[src/sv/lpr_pkg.sv]
package lpr_pkg;

   localparam int WAIT_COUNT_WIDTH = 16;
   localparam int TIMEOUT_WIDTH = 16;
   localparam logic [TIMEOUT_WIDTH-1:0] TIMEOUT_RESET = 16'd1000;

   typedef enum logic {
      KIND_BYTE = 1'b0,
      KIND_TICK = 1'b1
   } item_kind_type;

   typedef enum logic [2:0] {
      ST_PAYLOAD      = 3'd0,
      ST_OK           = 3'd1,
      ST_HDR_TIMEOUT  = 3'd2,
      ST_DATA_TIMEOUT = 3'd3,
      ST_CSUM_ERROR   = 3'd4
   } status_type;

   typedef enum logic [3:0] {
      PH_IFACE = 4'b0001,
      PH_LEN   = 4'b0010,
      PH_DATA  = 4'b0100,
      PH_CSUM  = 4'b1000
   } phase_type;

   typedef struct packed {
      item_kind_type req_type;
      logic [7:0]    rx_byte;
   } req_item_type;

   typedef struct packed {
      status_type status;
      logic [7:0] interface_id;
      logic [7:0] payload_len;
      logic [7:0] payload_byte;
      logic [7:0] byte_index;
      logic [8:0] packet_size;
   } rsp_item_type;

endpackage

[src/sv/lpr_in_reg.sv]
module lpr_in_reg (
   input  logic                  clock,
   input  logic                  reset,
   input  logic                  req_valid,
   output logic                  req_ready,
   input  lpr_pkg::req_item_type req_item,
   output logic                  item_valid,
   input  logic                  item_take,
   output lpr_pkg::req_item_type item
);

   logic                  valid_ff;
   logic                  valid_in;
   lpr_pkg::req_item_type item_ff;

   assign req_ready  = !valid_ff || item_take;
   assign item_valid = valid_ff;
   assign item       = item_ff;

   always_comb begin
      valid_in = valid_ff;
      if (req_valid && req_ready) begin
         valid_in = 1'b1;
      end else if (item_take) begin
         valid_in = 1'b0;
      end
   end

   always_ff @(posedge clock) begin
      if (reset) begin
         valid_ff <= 1'b0;
      end else begin
         valid_ff <= valid_in;
      end
   end

   always_ff @(posedge clock) begin
      if (req_valid && req_ready) begin
         item_ff <= req_item;
      end
   end

endmodule

[src/sv/lpr_frame.sv]
module lpr_frame #(
   parameter int WAIT_COUNT_WIDTH = lpr_pkg::WAIT_COUNT_WIDTH
) (
   input  logic                                clock,
   input  logic                                reset,
   input  logic                                csr_write,
   input  logic [lpr_pkg::TIMEOUT_WIDTH-1:0]   csr_value,
   input  logic                                item_valid,
   output logic                                item_take,
   input  lpr_pkg::req_item_type               item,
   output logic                                rsp_valid,
   input  logic                                rsp_ready,
   output lpr_pkg::rsp_item_type               rsp
);

   localparam int CmpWidth = (WAIT_COUNT_WIDTH > lpr_pkg::TIMEOUT_WIDTH) ?
                             WAIT_COUNT_WIDTH : lpr_pkg::TIMEOUT_WIDTH;

   logic [lpr_pkg::TIMEOUT_WIDTH-1:0] timeout_ff;
   lpr_pkg::phase_type                phase_ff, phase_in;
   logic [7:0]                        iface_ff, iface_in;
   logic [7:0]                        len_ff, len_in;
   logic [7:0]                        count_ff, count_in;
   logic [7:0]                        sum_ff, sum_in;
   logic [WAIT_COUNT_WIDTH-1:0]       wait_ff, wait_in;
   logic                              rsp_valid_ff, rsp_valid_in;
   lpr_pkg::rsp_item_type             rsp_ff;
   lpr_pkg::rsp_item_type             res;
   logic                              has_res;
   logic [WAIT_COUNT_WIDTH-1:0]       wait_next;
   logic [7:0]                        count_next;
   logic                              restart;

   assign item_take = item_valid && (!rsp_valid_ff || rsp_ready);
   assign rsp_valid = rsp_valid_ff;
   assign rsp       = rsp_ff;

   assign wait_next  = (wait_ff == '1) ? wait_ff : wait_ff + 1'b1;
   assign count_next = count_ff + 8'd1;

   always_comb begin
      phase_in = phase_ff;
      iface_in = iface_ff;
      len_in   = len_ff;
      count_in = count_ff;
      sum_in   = sum_ff;
      wait_in  = wait_ff;
      has_res  = 1'b0;
      restart  = 1'b0;
      res.status       = lpr_pkg::ST_PAYLOAD;
      res.interface_id = iface_ff;
      res.payload_len  = len_ff;
      res.payload_byte = 8'd0;
      res.byte_index   = 8'd0;
      res.packet_size  = 9'd0;
      if (item.req_type == lpr_pkg::KIND_TICK) begin
         wait_in = wait_next;
         if (CmpWidth'(wait_next) >= CmpWidth'(timeout_ff)) begin
            has_res = 1'b1;
            restart = 1'b1;
            res.status = (phase_ff == lpr_pkg::PH_IFACE || phase_ff == lpr_pkg::PH_LEN) ?
                         lpr_pkg::ST_HDR_TIMEOUT : lpr_pkg::ST_DATA_TIMEOUT;
         end
      end else begin
         unique case (phase_ff)
            lpr_pkg::PH_IFACE: begin
               iface_in = item.rx_byte;
               sum_in   = item.rx_byte;
               phase_in = lpr_pkg::PH_LEN;
            end
            lpr_pkg::PH_LEN: begin
               len_in   = item.rx_byte;
               sum_in   = sum_ff + item.rx_byte;
               count_in = 8'd0;
               phase_in = (item.rx_byte == 8'd0) ? lpr_pkg::PH_CSUM : lpr_pkg::PH_DATA;
            end
            lpr_pkg::PH_DATA: begin
               has_res          = 1'b1;
               res.payload_byte = item.rx_byte;
               res.byte_index   = count_ff;
               sum_in           = sum_ff + item.rx_byte;
               count_in         = count_next;
               if (count_next >= len_ff) begin
                  phase_in = lpr_pkg::PH_CSUM;
               end
            end
            lpr_pkg::PH_CSUM: begin
               has_res = 1'b1;
               restart = 1'b1;
               if (item.rx_byte == sum_ff) begin
                  res.status      = lpr_pkg::ST_OK;
                  res.packet_size = {1'b0, len_ff} + 9'd3;
               end else begin
                  res.status = lpr_pkg::ST_CSUM_ERROR;
               end
            end
            default: begin
               restart = 1'b1;
            end
         endcase
      end
      if (restart) begin
         phase_in = lpr_pkg::PH_IFACE;
         iface_in = 8'd0;
         len_in   = 8'd0;
         count_in = 8'd0;
         sum_in   = 8'd0;
         wait_in  = '0;
      end
   end

   always_comb begin
      rsp_valid_in = rsp_valid_ff;
      if (item_take && has_res) begin
         rsp_valid_in = 1'b1;
      end else if (rsp_ready) begin
         rsp_valid_in = 1'b0;
      end
   end

   always_ff @(posedge clock) begin
      if (reset) begin
         timeout_ff   <= lpr_pkg::TIMEOUT_RESET;
         phase_ff     <= lpr_pkg::PH_IFACE;
         iface_ff     <= 8'd0;
         len_ff       <= 8'd0;
         count_ff     <= 8'd0;
         sum_ff       <= 8'd0;
         wait_ff      <= '0;
         rsp_valid_ff <= 1'b0;
      end else begin
         if (csr_write) begin
            timeout_ff <= csr_value;
         end
         if (item_take) begin
            phase_ff <= phase_in;
            iface_ff <= iface_in;
            len_ff   <= len_in;
            count_ff <= count_in;
            sum_ff   <= sum_in;
            wait_ff  <= wait_in;
         end
         rsp_valid_ff <= rsp_valid_in;
      end
   end

   always_ff @(posedge clock) begin
      if (item_take && has_res) begin
         rsp_ff <= res;
      end
   end

endmodule

[src/sv/length_prefixed_packet_receiver.sv]
// Length-prefixed packet receiver with additive checksum.
// req channel: one item per byte or per waiting tick. tuser = 0 marks a
// received byte in tdata, tuser = 1 marks one elapsed tick (tdata ignored).
// Frames are interface byte, length byte, payload bytes, checksum byte; the
// checksum is the 8-bit sum of all earlier bytes of the frame.
// rsp channel: tuser is the status (payload byte, packet ok, header timeout,
// data timeout, checksum error); tdata carries interface id, length, payload
// byte and its index, and the total packet size on packet ok.
// csr channel: writes the timeout limit in ticks; always ready. The user must
// keep it written only while the block is idle; the block does not enforce it.
// Throughput is one item per cycle unless a full result register is held by
// rsp_tready; each item passes an input register and the frame state update,
// and a result that it yields is written into the result register.
// Reset clears the frame state, restores a limit of 1000 ticks and empties
// both registers. When rsp_tready is low the result register holds and the
// input register fills, after which req_tready drops until the result moves.
module length_prefixed_packet_receiver #(
   parameter int WAIT_COUNT_WIDTH = lpr_pkg::WAIT_COUNT_WIDTH
) (
   input  logic                                clock,
   input  logic                                reset,
   input  logic                                req_tvalid,
   output logic                                req_tready,
   input  logic [7:0]                          req_tdata,  // rx_byte
   input  logic                                req_tuser,  // req_type
   output logic                                rsp_tvalid,
   input  logic                                rsp_tready,
   // interface_id, payload_len, payload_byte, byte_index, packet_size, pad
   output logic [47:0]                         rsp_tdata,
   output logic [2:0]                          rsp_tuser,  // status
   input  logic                                csr_valid,
   output logic                                csr_ready,
   input  logic [lpr_pkg::TIMEOUT_WIDTH-1:0]   csr_data
);

   lpr_pkg::req_item_type req_item;
   lpr_pkg::req_item_type item;
   lpr_pkg::rsp_item_type rsp;
   logic                  item_valid;
   logic                  item_take;

   assign req_item.req_type = lpr_pkg::item_kind_type'(req_tuser);
   assign req_item.rx_byte  = req_tdata;
   assign csr_ready         = 1'b1;

   lpr_in_reg u_in_reg (
      .clock      (clock),
      .reset      (reset),
      .req_valid  (req_tvalid),
      .req_ready  (req_tready),
      .req_item   (req_item),
      .item_valid (item_valid),
      .item_take  (item_take),
      .item       (item)
   );

   lpr_frame #(
      .WAIT_COUNT_WIDTH (WAIT_COUNT_WIDTH)
   ) u_frame (
      .clock      (clock),
      .reset      (reset),
      .csr_write  (csr_valid && csr_ready),
      .csr_value  (csr_data),
      .item_valid (item_valid),
      .item_take  (item_take),
      .item       (item),
      .rsp_valid  (rsp_tvalid),
      .rsp_ready  (rsp_tready),
      .rsp        (rsp)
   );

   assign rsp_tuser = rsp.status;
   assign rsp_tdata = {7'd0, rsp.packet_size, rsp.byte_index, rsp.payload_byte,
                       rsp.payload_len, rsp.interface_id};

endmodule

[config.mk]
export PLATFORM = sky130hd
export DESIGN_NAME = length_prefixed_packet_receiver
export DESIGN_NICKNAME = d
export VERILOG_FILES = /design/src/sv/lpr_pkg.sv /design/src/sv/lpr_in_reg.sv /design/src/sv/lpr_frame.sv /design/src/sv/length_prefixed_packet_receiver.sv
export SDC_FILE = /design/constraint.sdc
export NUM_CORES = 1
export LEC_CHECK = 0
export BUFFER_PORTS_ARGS = -buffer_cell sky130_fd_sc_hd__buf_2
export CORE_MARGIN = 8
export CORE_UTILIZATION = 50
export CTS_BUF_LIST = sky130_fd_sc_hd__clkbuf_8
export DETAILED_ROUTE_END_ITERATION = 12
export GPL_TIMING_DRIVEN = 0
export PLACE_DENSITY = 0.75
export REMOVE_ABC_BUFFERS = 1
export SYNTH_ARGS = -nofsm -noshare
export SYNTH_HDL_FRONTEND = slang
export SYNTH_SLANG_ARGS = --single-unit
[constraint.sdc]
create_clock -name clock -period 9.6 [get_ports clock]
set_input_delay 0.48 -clock clock [delete_from_list [all_inputs] [get_ports clock]]
set_output_delay 0.48 -clock clock [all_outputs]
set_load 0.02 [all_outputs]
## After elaboration in Yosys (flattened, before gate mapping)

Index checks and enable logic that the tools add are counted.

- Register bits: 123
- Latch bits: 0
- Bits in writable memories: 0
- Bits in read-only memories: 0
- Input bits: 30
- Output and inout port bits: 54
- Logic and storage cells: 96
- Memories: 0

- $add $sub $neg: 4
- Multiply operators: 0
- Div/mod/pow operators: 0
- $lt $le $gt $ge: 2
- Equality and inequality tests: 8
- Shift operators: 0
- Mux-type cells: 34
- Bitwise gates (word level): 3
- Reductions and logical operators: 28

Operator list:

| kind | count |
|---|---|
| 2-to-1 mux 8 bit | 10 |
| 2-to-1 mux 16 bit | 3 |
| one-hot mux 8 bit (2 select lines) | 2 |
| adder 16 x 1 -> 16 bit (second input constant) | 1 |
| == test 16 bit (second input constant) | 1 |
| greater-or-equal comparator 16 bit | 1 |
| 2-to-1 mux 4 bit | 4 |
| 2-to-1 mux 3 bit | 4 |
| one-hot mux 4 bit (3 select lines) | 1 |
| AND reduction 3 bit | 4 |
| 2-to-1 mux 1 bit | 10 |
| nonzero test 2 bit | 5 |
| adder 8 x 2 -> 9 bit (second input constant) | 1 |
| adder 8 x 1 -> 8 bit (second input constant) | 1 |
| adder 8 bit | 1 |
| == test 8 bit | 1 |
| greater-or-equal comparator 8 bit | 1 |
| zero test 8 bit | 1 |
| nonzero test 3 bit | 2 |
| OR reduction 2 bit | 3 |
| OR reduction 3 bit | 2 |
| == test 4 x 1 -> 1 bit (second input constant) | 1 |
| == test 4 x 2 -> 1 bit (second input constant) | 1 |
| == test 4 x 3 -> 1 bit (second input constant) | 1 |
| other kinds (10) | 17 |

## Depth between registers and ports, before layout

- Depth in word-level cells: 7
- Mapped depth: 15
- Depth with buffers taken out: 13

## By module

From an unflattened synthesis, not the netlist that was laid out.

- Cell total of the unflattened synthesis: 635
- Area, all modules: 6276.0 um^2

Modules (own cells, without submodules):

| module | instances | cells an instance | area each (um^2) |
|---|---|---|---|
| lpr_frame | 1 | 611 | 5883.1 |
| lpr_in_reg | 1 | 14 | 325.3 |
| length_prefixed_packet_receiver | 1 | 10 | 67.6 |

## Worst setup path after synthesis

Ideal clock, no wire load.

- Path type: register to register
- Start: register u_frame.wait_ff[2]
- End: register u_frame.rsp_ff (netlist bit u_frame.rsp[0]) (enable)
- Setup time: 398 ps
- Arrival time: 3782 ps
- Setup slack: 5420 ps
- Stages on the path, launching flop included: 15
- Path buffers: 2
- Cells stage by stage: dfxtp_1 > and4_1 > clkbuf_1 > and4_1 > and4_1 > xnor2_1 > nand2_1 > ha_1 > and4_4 > and3_4 > nand3_2 > o2111ai_4 > buf_2 > nand3_1 > inv_1

- Longest elaborated chain between the ends: 6

Ends and longest elaborated chain:

| element | line | text |
|---|---|---|
| start, declared | lpr_frame.sv:25 | `logic [WAIT_COUNT_WIDTH-1:0] wait_ff, wait_in;` |
| start signal, assigned | lpr_frame.sv:141 | `wait_ff <= wait_in;` |
| adder 16 x 1 -> 16 bit or == test 16 bit (tied branches) | lpr_frame.sv:38 | `assign wait_next = (wait_ff == '1) ? wait_ff : wait_ff + 1'b1;` |
| 2-to-1 mux 16 bit * | lpr_frame.sv:38 |  |
| greater-or-equal comparator 16 bit * | lpr_frame.sv:58 | `if (CmpWidth'(wait_next) >= CmpWidth'(timeout_ff)) begin` |
| 2-to-1 mux 1 bit * | lpr_frame.sv:58 |  |
| 2-to-1 mux 1 bit * | lpr_frame.sv:56 | `if (item.req_type == lpr_pkg::KIND_TICK) begin` |
| logical AND 1 bit * | lpr_frame.sv:148 | `if (item_take && has_res) begin` |
| end signal, assigned | lpr_frame.sv:149 | `rsp_ff <= res;` |
| end, declared | lpr_frame.sv:27 | `lpr_pkg::rsp_item_type rsp_ff;` |

Mark *: on every way between the ends. The rest lies on a longest branch, timed or not.
A chain may end at the register's enable or synchronous reset.

## Worst setup path after layout

- Start: register u_frame.wait_ff[0]
- End: register u_frame.rsp_ff (netlist bit u_frame.rsp[16]) (enable)

Same word-level chain as after synthesis.

==> qor.csv <==
stage,metric,value,unit
flow_run,max_cap viols,0,
clock_network,clk slew on worst S/H paths,80,ps
yosys,sequential area share after synthesis,0.4599,
place,pre-CTS WS,4931,ps
worst_setup_path,"Arr. time, crit path",4820,ps
worst_setup_path,critical path endpoint category,flop,
clock_network,hold buffers post-CTS,0,
drt,initial DRC count,398,
yosys,Post-Synthesis Cells,650,
clock_network,post-cts sizing count,0,
drt,via count,5032,
grt,Overall Global Routing Usage,0.1763,
grt,largest net degree at the start of global routing,46,
worst_setup_path,"setup slack, reg-to-reg",4850,ps
layout,Fill cells,1091,
worst_setup_path,R2R depth,13,
floorplan,core area,12670,um^2
floorplan,die span in x,130.1,um
timing,max-slew violation count,0,
layout,nets,773,
grt,vias in the first global route,4942,
drt,detailed-route wire length per cell,15.99,um
timing,period utilization,0.4951,
yosys,Post-synth EDFFs,53,
worst_setup_path,CP Launch Type,flop,
drt,drt first pass iters,5,
yosys,syn avg cell area,10.01,um^2
timing,Tmin final,4753,ps
worst_setup_path,Worst EP required,9670,ps
power,worst IR drop on VDD,0.09339,mV
floorplan,die height,130.1,um
timing,top achievable clock speed,0.2104,GHz
layout,Layout area overhead,13.27,%
drt,DRC Markers,0,
floorplan,Die Footprint,16920,um^2
worst_setup_path,CP Capture Point,u_frame.rsp[16]$_SDFFCE_PP0P_,
place,HPWL Detailed,10010,um
floorplan,IO Pins,84,
drt,drt total wl,14280,um
outcome,outcome,completed,
layout,number of diodes,0,
yosys,ys async rst share,0,
worst_setup_path,CP startpoint,u_frame.wait_ff[0]$_SDFFE_PP0P_,
worst_setup_path,worst-path fanout max,44,
clock_network,Bufs on Longest Clock Path,2,
timing,actual slew at the worst max-slew pin,944.4,ps
worst_setup_path,Worst R2R End,u_frame.rsp[16]$_SDFFCE_PP0P_,
yosys,top_reg_cell synth,dfxtp_1,
yosys,"FF+latch count, synth",123,
timing,Final setup viols,0,
clock_network,Clock Latency Late Sink,450,ps
min_path,worst min path class,in2reg,
clock_network,CTS tree,built,
layout,most frequent cells in the layout,"buf_2 (75), dfxtp_1 (70), nand2_1 (59)",
place,IO Port Bufs,75,
layout,"most common cell after layout, fill and taps aside",buf_2,
timing,Worst slew margin,0.3704,
clock_network,H-tree depth,4,
clock_network,root buf cell,clkbuf_8,
place,Inst Count DP,861,
layout,FF/Latch Area,2993,um^2
power,PwrDens,160.6,nW/um^2
yosys,synthesized cell area,6507,um^2
place,Placer Congestion,0.8909,
timing,RSZ-0062 raised after global routing,false,
drt,Detail Route Antenna Nets,0,
worst_setup_path,FF-to-FF Start,u_frame.wait_ff[0]$_SDFFE_PP0P_,
timing,clk_skew,15.83,ps
clock_network,CTS Buf Count,17,
power,Leakage,0.002854,uW
timing,TNS Setup,0,ps
grt,initial antenna violation count,0,
clock_network,# clock sinks,123,
timing,worst hold slack,202.0,ps
worst_setup_path,Setup CP Type,reg2reg,
yosys,Ys Warns,0,
timing,Final Hold Fails,0,
layout,layout cell share with drive strength beyond 1,0.1761,
clock_network,Post-CTS Setup Inserts,0,
floorplan,Rows,41,
yosys,Netlist cell types,77,
grt,first-pass GRT wire length,23570,um
layout,post-route insts no fill,893,
grt,GRT overflow,0,
layout,multi-input logic area,3212,um^2
drt,drt via density,5.635,
floorplan,initial core utilization,0.5136,
timing,final worst slack,4847,ps
-- Yosys cell counts, drive strengths merged, types with 3 or more instances --
master | number | area [um^2]
edfxtp | 53 | 1592
and4 | 6 | 55.05
o21ai | 18 | 90.08
o211ai | 18 | 140.1
nor4 | 6 | 37.54
mux2 | 4 | 45.04
nand2b | 5 | 31.28
o32ai | 4 | 35.03
dfxtp | 70 | 1401
xnor2 | 19 | 166.4
a21oi | 24 | 120.1
ha | 34 | 425.4
a211oi | 7 | 70.07
a221oi | 3 | 43.80
xor2 | 11 | 96.34
a21o | 12 | 90.09
mux2i | 22 | 220.2
inv | 32 | 120.1
nor4b | 5 | 50.04
a22o | 12 | 105.1
nor3 | 11 | 55.05
nor2b | 6 | 37.54
clkbuf | 22 | 82.58
nor3b | 4 | 30.03
or4 | 6 | 45.04
nor2 | 51 | 191.4
and2 | 21 | 131.4
and3 | 12 | 80.08
a31oi | 6 | 43.79
nand2 | 59 | 221.5
nand4 | 9 | 56.30
a221o | 4 | 40.04
nand3 | 18 | 95.09
buf | 20 | 122.6
-- layout make-up --
cell class                      instances  share of cell area
Tap cell                              172             0.02920
Timing Repair Buffer                   75             0.05093
Sequential cell                       123              0.4060
Clock buffer                           17             0.03174
Clock inverter                         15             0.03005
Multi-Input combinational cell        459              0.4357
Inverter                               32             0.01630
-- report_power, final --
part | switching (uW) | leakage (uW) | total [uW] | internal [uW]
Clock | 215 | 0.000226 | 524 | 310
Sequential | 13.3 | 0.00103 | 572 | 558
Combinational | 56.5 | 0.00160 | 87.6 | 31.1
Total | 285 | 0.00285 | 1180 | 899
-- routing by layer --
| layer | vias to the layer above | GRT usage | part of all wire |
|---|---|---|---|
| li1 | 2483 | - | - |
| met1 | 2367 | 0.2104 | 0.44 |
| met2 | 155 | 0.3026 | 0.49 |
| met3 | 27 | 0.03917 | 0.055 |
| met4 | 0 | 0.06899 | 0.019 |
| met5 | - | 0 | 0 |
-- logic make-up (layout without fill, tap and decap cells) --
family / Yosys count / count (layout) / synth area share
and+or+nand+nor: 228 / 228 / 0.1830
AOI/OAI and AO/OA: 132 / 132 / 0.1563
DFF: 123 / 123 / 0.4599
buffers and inverters: 74 / 139 / 0.04999
adders and majority gates: 35 / 35 / 0.06845
xor gates and xnor gates: 30 / 30 / 0.04038
muxes: 26 / 26 / 0.04076
other: 2 / 8 / 0.001154
-- worst max-delay path, stage by stage, from the launching register on --
cell,delay (ps)
dfxtp_1,480
ha_1,370
and4_1,230
nand4bb_1,460
nand2_1,370
nor2_1,80
xor2_1,150
ha_1,270
nand2_1,40
nor3_1,160
a21oi_1,180
o2111ai_4,560
nand3_1,270
inv_2,690
-- through the flow --
stage               utilization  instance area [um^2]  total power [uW]
CTS                      0.5817                  7371              1191
floorplan                     -                  6325             637.8
finish                   0.5817                  7371              1184
global placement         0.5458                  6915             667.0
detailed placement       0.5458                  6915             670.7
global route             0.5817                  7371              1224
-- flip-flops by register name, summed over array words and instances (netlist names) --
signal	count
u_frame.rsp_valid	1
u_frame.rsp	44
u_frame.timeout_ff	16
u_in_reg.item	9
u_frame.sum_ff	8
u_frame.iface_ff	8
u_in_reg.item_valid	1
u_frame.len_ff	8
u_frame.count_ff	8
u_frame.wait_ff	16
u_frame.phase_ff	4
-- how the worst min path moves through the flow --
stage	start	depth (start not counted)	to	slack, ps
2_1_floorplan	u_frame.iface_ff[0]$_SDFFE_PP0P_	0	u_frame.rsp[33]$_DFFE_PP_	410
4_1_cts	req_tdata[2]	1	u_in_reg.item[2]$_DFFE_PP_	180
3_5_place_dp	u_frame.iface_ff[5]$_SDFFE_PP0P_	0	u_frame.rsp[38]$_DFFE_PP_	420
6_report	req_tdata[2]	1	u_in_reg.item[2]$_DFFE_PP_	200
3_3_place_gp	u_frame.iface_ff[1]$_SDFFE_PP0P_	0	u_frame.rsp[34]$_DFFE_PP_	420
5_1_grt	req_tdata[2]	1	u_in_reg.item[2]$_DFFE_PP_	180
Power figures use the tool's default switching activity.
